$ cat src/hdl/assert_macros.svh
// ----------------------------------------------------------------------------
// assert_macros.svh
// assertion shorthands for the rtl that checks itself
// ----------------------------------------------------------------------------
`ifndef ASSERT_MACROS_SVH
`define ASSERT_MACROS_SVH

// same-cycle implication, checked on every rising edge out of reset
`define CHP_ASSERT_NOW(label, clk, rst_n, ante, cons, msg) \
    label: assert property (@(posedge clk) disable iff (!rst_n) (ante) |-> (cons)) \
        else $error(msg);

// next-cycle implication
`define CHP_ASSERT_NEXT(label, clk, rst_n, ante, cons, msg) \
    label: assert property (@(posedge clk) disable iff (!rst_n) (ante) |=> (cons)) \
        else $error(msg);

`endif

$ cat src/hdl/chp_pkg.sv
// ----------------------------------------------------------------------------
// chp_pkg
// shared types, codes and the divide-by-twenty digit step of the histogram
// ----------------------------------------------------------------------------
`default_nettype none

package chp_pkg;

    localparam int OUT_COUNT_W  = 24;
    localparam int OUT_HEIGHT_W = 20;
    localparam int SAMPLE_W     = 8;
    localparam int DIGIT_W      = 8;
    localparam int BAR_DIVISOR  = 20;
    localparam int REM_W        = 5;

    localparam logic [1:0] REQ_ACCUMULATE = 2'd0;
    localparam logic [1:0] REQ_READ       = 2'd1;
    localparam logic [1:0] REQ_CLEAR      = 2'd2;

    localparam logic [1:0] CHAN_RED   = 2'd0;
    localparam logic [1:0] CHAN_GREEN = 2'd1;
    localparam logic [1:0] CHAN_BLUE  = 2'd2;

    typedef struct packed {
        logic [1:0]          req_type;
        logic [SAMPLE_W-1:0] red;
        logic [SAMPLE_W-1:0] green;
        logic [SAMPLE_W-1:0] blue;
        logic [SAMPLE_W-1:0] bin_index;
    } req_t;

    typedef struct packed {
        logic [OUT_COUNT_W-1:0]  bin_count;
        logic [OUT_HEIGHT_W-1:0] bar_height;
        logic [OUT_COUNT_W-1:0]  peak_count;
        logic [OUT_HEIGHT_W-1:0] chart_height;
    } result_t;

    // controller to datapath
    typedef struct packed {
        logic accept;
        logic clr_init;
        logic clr_step;
        logic acc_write;
        logic div_load;
        logic div_step;
    } cmd_t;

    // datapath to controller
    typedef struct packed {
        logic [1:0] req_type;
        logic       acc_ok;
        logic       clr_last;
        logic       div_last;
    } stat_t;

    typedef struct packed {
        logic [REM_W-1:0]   rem;
        logic [DIGIT_W-1:0] quo;
    } div_digit_t;

    // eight restoring steps of division by twenty, remainder stays below twenty
    function automatic div_digit_t div_digit(input logic [REM_W-1:0] rem_in,
                                             input logic [DIGIT_W-1:0] digit);
        logic [REM_W:0] r;
        div_digit_t     res;
        r       = {1'b0, rem_in};
        res.quo = '0;
        for (int i = 0; i < DIGIT_W; i++) begin
            r = {r[REM_W-1:0], digit[DIGIT_W-1-i]};
            if (r >= (REM_W+1)'(BAR_DIVISOR)) begin
                res.quo[DIGIT_W-1-i] = 1'b1;
                r = r - (REM_W+1)'(BAR_DIVISOR);
            end
        end
        res.rem = r[REM_W-1:0];
        return res;
    endfunction

endpackage

`default_nettype wire

$ cat src/hdl/chp_ctrl.sv
// ----------------------------------------------------------------------------
// chp_ctrl
// request sequencer: clear sweep, accumulate, read with division
// ----------------------------------------------------------------------------
`default_nettype none

module chp_ctrl (
    input  wire logic            clk,
    input  wire logic            rst_n,
    input  wire logic            start,
    input  wire chp_pkg::stat_t  stat,
    output chp_pkg::cmd_t        cmd,
    output logic                 busy,
    output logic                 result_valid
);
    import chp_pkg::*;

    localparam logic [2:0] ST_CLEAR = 3'd0;
    localparam logic [2:0] ST_IDLE  = 3'd1;
    localparam logic [2:0] ST_ACC   = 3'd2;
    localparam logic [2:0] ST_LOAD  = 3'd3;
    localparam logic [2:0] ST_DIV   = 3'd4;
    localparam logic [2:0] ST_DONE  = 3'd5;

    logic [2:0] state_reg, state_next;

    always_comb
    begin
        cmd        = '0;
        state_next = state_reg;
        unique case (state_reg)
            ST_CLEAR:
            begin
                cmd.clr_step = 1'b1;
                if (stat.clr_last)
                begin
                    state_next = ST_IDLE;
                end
            end
            ST_IDLE:
            begin
                if (start)
                begin
                    cmd.accept = 1'b1;
                    unique case (stat.req_type)
                        REQ_ACCUMULATE:
                        begin
                            if (stat.acc_ok)
                            begin
                                state_next = ST_ACC;
                            end
                        end
                        REQ_READ:  state_next = ST_LOAD;
                        REQ_CLEAR:
                        begin
                            cmd.clr_init = 1'b1;
                            state_next   = ST_CLEAR;
                        end
                        default:   state_next = ST_IDLE;
                    endcase
                end
            end
            ST_ACC:
            begin
                cmd.acc_write = 1'b1;
                state_next    = ST_IDLE;
            end
            ST_LOAD:
            begin
                cmd.div_load = 1'b1;
                state_next   = ST_DIV;
            end
            ST_DIV:
            begin
                cmd.div_step = 1'b1;
                if (stat.div_last)
                begin
                    state_next = ST_DONE;
                end
            end
            ST_DONE:  state_next = ST_IDLE;
            default:  state_next = ST_IDLE;
        endcase
    end

    always_ff @(posedge clk or negedge rst_n)
    begin
        if (!rst_n)
        begin
            state_reg <= ST_CLEAR;
        end
        else
        begin
            state_reg <= state_next;
        end
    end

    assign busy         = (state_reg != ST_IDLE);
    assign result_valid = (state_reg == ST_DONE);

endmodule

`default_nettype wire
$ cat config.mk
export PLATFORM = sky130hd
export DESIGN_NAME = chp_ctrl
export DESIGN_NICKNAME = d
export VERILOG_FILES = /design/src/hdl/assert_macros.svh /design/src/hdl/chp_pkg.sv /design/src/hdl/chp_ctrl.sv
export SDC_FILE = /design/constraint.sdc
export NUM_CORES = 1
export LEC_CHECK = 0
export ABC_AREA = 1
export BUFFER_PORTS_ARGS = -buffer_cell sky130_fd_sc_hd__buf_2
export CELL_PAD_IN_SITES_DETAIL_PLACEMENT = 0
export CELL_PAD_IN_SITES_GLOBAL_PLACEMENT = 1
export CORE_AREA = 2 2 39 41
export CTS_CLUSTER_SIZE = 10
export DETAILED_ROUTE_END_ITERATION = 16
export DIE_AREA = 0 0 41 43
export PLACE_DENSITY_LB_ADDON = 0.1
export SLEW_MARGIN = 20
export SYNTH_ARGS = -nofsm -noshare
export SYNTH_HDL_FRONTEND = slang
export SYNTH_SLANG_ARGS = --single-unit
$ cat constraint.sdc
create_clock -name clk -period 1.4 [get_ports clk]
set_input_delay 0.28 -clock clk [delete_from_list [all_inputs] [get_ports clk]]
set_output_delay 0.28 -clock clk [all_outputs]
set_load 0.02 [all_outputs]
==> results of run 1 <==
==> logic make-up after synthesis <==
family                 Yosys count  share of synthesized area
and+or+nand+nor                 22                      0.456
buffers and inverters            9                      0.148
DFF                              3                      0.330
AOI/OAI and AO/OA                3                     0.0659
==> routing by layer <==
metal	up-vias	wire, um	track usage
li1	162	-	-
met1	133	280	0.0877
met2	8	318	0.144
met3	0	33	0.0314
met4	0	0	0.0800
met5	-	0	0
==> cell usage in the layout, fill, tap and decap left out, types with 3 or more instances in the layout <==
master,n
nand2_1,8
inv_1,6
buf_4,7
inv_2,3
buf_2,13
clkbuf_4,3
nor2_1,4
==> timing repair <==
action | 4_1_cts | 5_1_grt
buffers inserted | 3 | 1
setup endpoints to repair | 4 | 5
hold buffers | 1 | 0
hold endpoints to repair | 3 | 0
gates resized for setup | 5 | 1
==> worst max-delay path by stage <==
stage                     slack, ns  depth (start not counted)         start      to
final                         -0.04                          4  state_reg[1]  cmd[4]
after global routing           -0.1                          4  state_reg[1]  cmd[4]
after CTS                     -0.04                          4  state_reg[1]  cmd[4]
after detailed placement       0.13                          4  state_reg[1]  cmd[4]
after global placement         0.14                          4  state_reg[1]  cmd[4]
after floorplan                0.07                          3  state_reg[2]  cmd[5]
==> through the flow <==
step                      power (mW)  utilization  std cells
after floorplan                0.548            -         37
after global placement         0.730        0.250         69
after detailed placement       0.718        0.250         69
after CTS                      0.989        0.302         77
after global routing            1.11        0.309         78
final                           1.01        0.309         78
==> cell type report <==
cell class	instances	area share
multi-input cells	25	0.336
inverters	9	0.0789
clock buffers	4	0.0614
flip-flops and latches	3	0.178
repair buffers	21	0.298
well taps	16	0.0468
==> worst register-to-register path: stages (launching register included) <==
cell and delay, ns:
dfrtp_1 0.41, inv_2 0.11, nand3_4 0.09, buf_4 0.14
buf_4 0.12, inv_2 0.05, nand2_2 0.05, nand2_2 0.06
nor2_2 0.03
==> power by group through the flow <==
| stage | combinational [mW] | sequential, mW | clock, mW |
|---|---|---|---|
| finish | 0.676 | 0.185 | 0.154 |
| CTS | 0.650 | 0.185 | 0.155 |
| global route | 0.752 | 0.192 | 0.165 |
| detailed placement | 0.544 | 0.174 | 0 |
| global placement | 0.559 | 0.171 | 0 |
| floorplan | 0.372 | 0.176 | 0 |
==> impl_metrics.csv, run 1 <==
group,metric,value,unit
outcome,status,"complete, but fails checks",
outcome,violations,"setup timing",
setup_path,path_class,"register to primary output",
detailed_routing,viasPerCell,3.88,
layout,final-seq-area,76.3,um^2
logic_synthesis,synth.most_common_cell,"nand2_1",
timing,finalHoldWorstSlack,0.352,ns
layout,nNetsFinal,71,
detailed_routing,wl,632,um
layout,drive_above_1_share,0.532,
floorplan,coreArea,0.00138,mm^2
power_and_ir_drop,clock_power_share,0.152,
layout,antennaDiodeCount,0,
global_routing,grt_pass1_wl,1050,um
placed_design,dp.final_hpwl,498,um
clock_network,clk_pin_slew,0.04,ns
detailed_routing,drtIter0Drc,3,
timing,finalCritPeriodShare,1.03,
timing,rsz0062_at_grt,"yes",
worst_hold_path,hold_path_startpoint,"stat[4]",
clock_network,clock-sinks,3,
logic_synthesis,synth_seq_cells,3,
setup_path,worstReg2RegStart,"state_reg[1]",
timing,relSlewSlack,0.874,
detailed_routing,vias,303,
floorplan,die_w,41,um
setup_path,critical_path.slowest_cell,"dfrtp_1",
logic_synthesis,yosysWarnings,0,
logic_synthesis,yosys.area.top_type,"dfrtp_1",
power_and_ir_drop,seq_power_share,0.182,
placed_design,gpl.final_weighted_congestion,0.584,
clock_network,clockBufferDepth,2,
logic_synthesis,seq_area_frac_synth,0.330,
power_and_ir_drop,p_sw_frac,0.478,
layout,final_cell_area,428,um^2
setup_path,path_buf_inv,2,
layout,fillCellCount,173,
timing,worst_clock_skew,0.00284,ns
setup_path,crit_chain,"inv_2 -> nand3_4 -> nor4_4 -> buf_4",
timing,min_period,1.44,ns
logic_synthesis,synth_edf_count,0,
clock_network,clk_latency,0.23,ns
worst_hold_path,whs_endpoint,"state_reg[1]",
power_and_ir_drop,p_int,0.530,mW
setup_path,worstPathMaxFanout,4,
floorplan,start_util,0.165,
layout,multi_input_area,144,um^2
layout,largest_register_ffs,3,
detailed_routing,drcViolationCount,0,
power_and_ir_drop,power_switching,0.485,mW
power_and_ir_drop,power_density,2370,mW/mm^2
setup_path,crit_arrival,1.16,ns
detailed_routing,drtPass1Iterations,2,
power_and_ir_drop,combinationalPowerShare,0.667,
placed_design,portBuffers,15,
clock_network,htree_levels,1,
floorplan,die-area,0.00176,mm^2
timing,tightest_slew,0.187,ns
timing,slew_viol_final,0,
setup_path,cp_top_family,"flip-flops",
clock_network,tritoncts,"done",
timing,hold_violations,0,
setup_path,worstRegToRegCells,8,
logic_synthesis,synthTopCellsByCount,"8 x nand2_1, 7 x inv_1, 5 x nor2_1",
setup_path,worst_setup_path_start_kind,"register",
global_routing,grt_antenna_before_repair,0,
timing,setup_violations,2,
worst_hold_path,hold_depth,4,
floorplan,rows,14,
logic_synthesis,synth_cell_types,14,
setup_path,end_kind,"primary output",
setup_path,r2r_setup_slack,0.23,ns
logic_synthesis,avgSynthCellArea,6.15,um^2
placed_design,preCtsSetupSlack,0.126,ns
global_routing,grt_use_total,0.0916,
logic_synthesis,synthArstFlopShare,1.00,
worst_hold_path,hp-class,"primary input to register",
clock_network,root_buffer,"clkbuf_4",
detailed_routing,wire_per_inst,8.10,um
logic_synthesis,synthCells,37,
clock_network,numCtsBuffers,3,
global_routing,grt_max_degree,8,
logic_synthesis,synth.cell_area,228,um^2
global_routing,grt_pass1_vias,296,
setup_path,regToRegEndpoint,"state_reg[1]",
timing,setup_ws,-0.0393,ns
setup_path,cp_data_required_time,1.12,ns
logic_synthesis,synthTopCellsByArea,"dfrtp_1 33%, nand2_1 13%, inv_1 12%",
layout,syn_to_final_growth,87.9,%
timing,max_freq,0.695,GHz
logic_synthesis,yosysTopAreaCellShare,0.330,
detailed_routing,ant_nets,0,
placed_design,place_area,345,um^2
setup_path,critical-path-max-stage-delay,0.41,ns
power_and_ir_drop,cellLeakagePower,0.253,nW
run,max_cap_viol_count,0,
power_and_ir_drop,vdd_ir_drop_max,0.623,mV
floorplan,io-pin-count,16,
global_routing,globalRouteOverflowTotal,0,
logic_synthesis,syn_nets,45,
logic_synthesis,synthFlopType,"dfrtp_1",
floorplan,die_height,43,um
timing,finalSetupTns,-0.0547,ns
(Power assumes the default switching activity.)
==> run 2, diff against run 1 <==
--- a/config.mk
+++ b/config.mk
@@ -9,10 +9,10 @@
 export BUFFER_PORTS_ARGS = -buffer_cell sky130_fd_sc_hd__buf_2
 export CELL_PAD_IN_SITES_DETAIL_PLACEMENT = 0
 export CELL_PAD_IN_SITES_GLOBAL_PLACEMENT = 1
-export CORE_AREA = 2 2 39 41
+export CORE_AREA = 4 4 41 43
 export CTS_CLUSTER_SIZE = 10
 export DETAILED_ROUTE_END_ITERATION = 16
-export DIE_AREA = 0 0 41 43
+export DIE_AREA = 0 0 45 47
 export PLACE_DENSITY_LB_ADDON = 0.1
 export SLEW_MARGIN = 20
 export SYNTH_ARGS = -nofsm -noshare
==> constraint.sdc (replaced) <==
create_clock -name clk -period 1.8 [get_ports clk]
set_input_delay 0.36 -clock clk [delete_from_list [all_inputs] [get_ports clk]]
set_output_delay 0.36 -clock clk [all_outputs]
set_load 0.02 [all_outputs]
==> impl_metrics.csv, run 2 (same netlist as run 1, synthesis figures left out) <==
group,metric,value,unit
detailed_routing,drtPass1Iterations,4,
layout,final_cell_area,364,um^2
detailed_routing,drtIter0Drc,8,
global_routing,grt_antenna_before_repair,0,
timing,hold_violations,0,
clock_network,numCtsBuffers,3,
layout,largest_register_ffs,3,
layout,mostFrequentLayoutCells,"15 x buf_2, 8 x nand2_1, 7 x inv_1, 5 x nor2_1",
timing,max_freq,0.618,GHz
floorplan,start_util,0.175,
setup_path,worstRegToRegCells,6,
outcome,status,"completed",
floorplan,rows,13,
clock_network,root_buffer,"clkbuf_4",
layout,multi_input_area,125,um^2
layout,utilization,0.280,
setup_path,worst_setup_path_start_kind,"register",
setup_path,r2r_setup_slack,0.72,ns
placed_design,dp.final_hpwl,533,um
floorplan,die_w,45,um
setup_path,cp_data_required_time,1.44,ns
setup_path,critical-path-max-stage-delay,0.44,ns
global_routing,globalRouteOverflowTotal,0,
timing,finalCritPeriodShare,0.899,
power_and_ir_drop,clock_power_share,0.183,
timing,rsz0062_at_grt,"no",
clock_network,clock-sinks,3,
setup_path,crit_chain,"inv_2 -> nand3_2 -> nor4_2 -> buf_2",
worst_hold_path,hp-class,"primary input to register",
global_routing,grt_use_total,0.0753,
power_and_ir_drop,power_density,1760,mW/mm^2
power_and_ir_drop,cellLeakagePower,0.227,nW
detailed_routing,vias,296,
setup_path,crit_arrival,1.26,ns
clock_network,clockBufferDepth,2,
layout,final_common_cell,"buf_2",
setup_path,critical_path.slowest_cell,"dfrtp_1",
timing,min_period,1.62,ns
setup_path,end_kind,"primary output",
detailed_routing,viasPerCell,4.11,
power_and_ir_drop,p_sw_frac,0.519,
detailed_routing,ant_nets,0,
power_and_ir_drop,vdd_ir_drop_max,0.413,mV
placed_design,place_area,322,um^2
placed_design,gpl.final_weighted_congestion,0.651,
timing,tightest_slew,0.228,ns
timing,relSlewSlack,0.848,
layout,fillCellCount,165,
floorplan,io-pin-count,16,
floorplan,die-area,0.00212,mm^2
timing,worst_clock_skew,0.00388,ns
detailed_routing,drcViolationCount,0,
worst_hold_path,hold_depth,4,
power_and_ir_drop,seq_power_share,0.230,
layout,nNetsFinal,66,
global_routing,grt_pass1_vias,275,
floorplan,coreArea,0.00130,mm^2
setup_path,path_class,"register to primary output",
layout,syn_to_final_growth,59.9,%
layout,antennaDiodeCount,0,
layout,drive_above_1_share,0.439,
timing,setup_violations,0,
layout,final-seq-area,75.1,um^2
timing,finalSetupTns,0,ns
global_routing,grt_max_degree,8,
clock_network,htree_levels,1,
floorplan,die_height,47,um
global_routing,grt_pass1_wl,1080,um
power_and_ir_drop,power_switching,0.333,mW
power_and_ir_drop,combinationalPowerShare,0.587,
placed_design,portBuffers,15,
clock_network,clk_latency,0.23,ns
detailed_routing,wire_per_inst,8.72,um
timing,slew_viol_final,0,
clock_network,clk_pin_slew,0.03,ns
setup_path,worstPathMaxFanout,7,
detailed_routing,wl,628,um
run,max_cap_viol_count,0,
power_and_ir_drop,p_int,0.309,mW
clock_network,tritoncts,"done",
[run 2: final timing paths]
| path | from | end |
|---|---|---|
| setup / recovery | state_reg[2] | cmd[4] |
| hold / removal | stat[4] | state_reg[1] |
| setup reg to reg | state_reg[0] | state_reg[1] |
| hold reg to reg | state_reg[1] | state_reg[2] |
| max in group asynchronous | rst_n | state_reg[1] |
| min in group asynchronous | rst_n | state_reg[0] |
[run 2: cell type report]
| cell class | count | share of cell area |
|---|---|---|
| multi-input combinational | 25 | 0.344 |
| timing repair buffer | 16 | 0.234 |
| sequential | 3 | 0.206 |
| inverter | 9 | 0.0928 |
| clock buffer | 4 | 0.0722 |
| tap | 15 | 0.0515 |
[run 2: power by group through the flow]
stage	sequential (mW)	combinational, mW	clock (mW)
floorplan	0.137	0.276	0
global placement	0.150	0.380	0
detailed placement	0.149	0.379	0
CTS	0.148	0.382	0.123
global route	0.153	0.428	0.132
finish	0.148	0.377	0.118
[run 2: timing repair]
action	4_1_cts	5_1_grt
gates resized for setup	0	1
setup endpoints to repair	0	1
buffers inserted	0	0
hold buffers	1	0
endpoints found under the hold margin	3	0
[run 2: layer usage]
layer | vias to the layer above | GRT usage | wire length (um)
li1 | 152 | - | -
met1 | 129 | 0.0757 | 241
met5 | - | 0 | 0
met2 | 13 | 0.107 | 307
met4 | 0 | 0.0702 | 7
met3 | 2 | 0.0460 | 71
[run 2: per-stage QoR]
| step | power (mW) | hold WS (ns) | setup slack [ns] | cells |
|---|---|---|---|---|
| floorplan | 0.413 | 0.0644 | 0.0869 | 37 |
| global placement | 0.530 | 0.157 | 0.418 | 67 |
| detailed placement | 0.528 | 0.156 | 0.368 | 67 |
| CTS | 0.654 | 0.408 | 0.108 | 72 |
| global route | 0.714 | 0.439 | 0.0539 | 72 |
| finish | 0.643 | 0.423 | 0.183 | 72 |
[run 2: critical path: cells and delay by family, from the launching register on]
family	cells	cell delay, ns
and+or+nand+nor	2	0.27
DFF	1	0.44
buffers and inverters	2	0.31
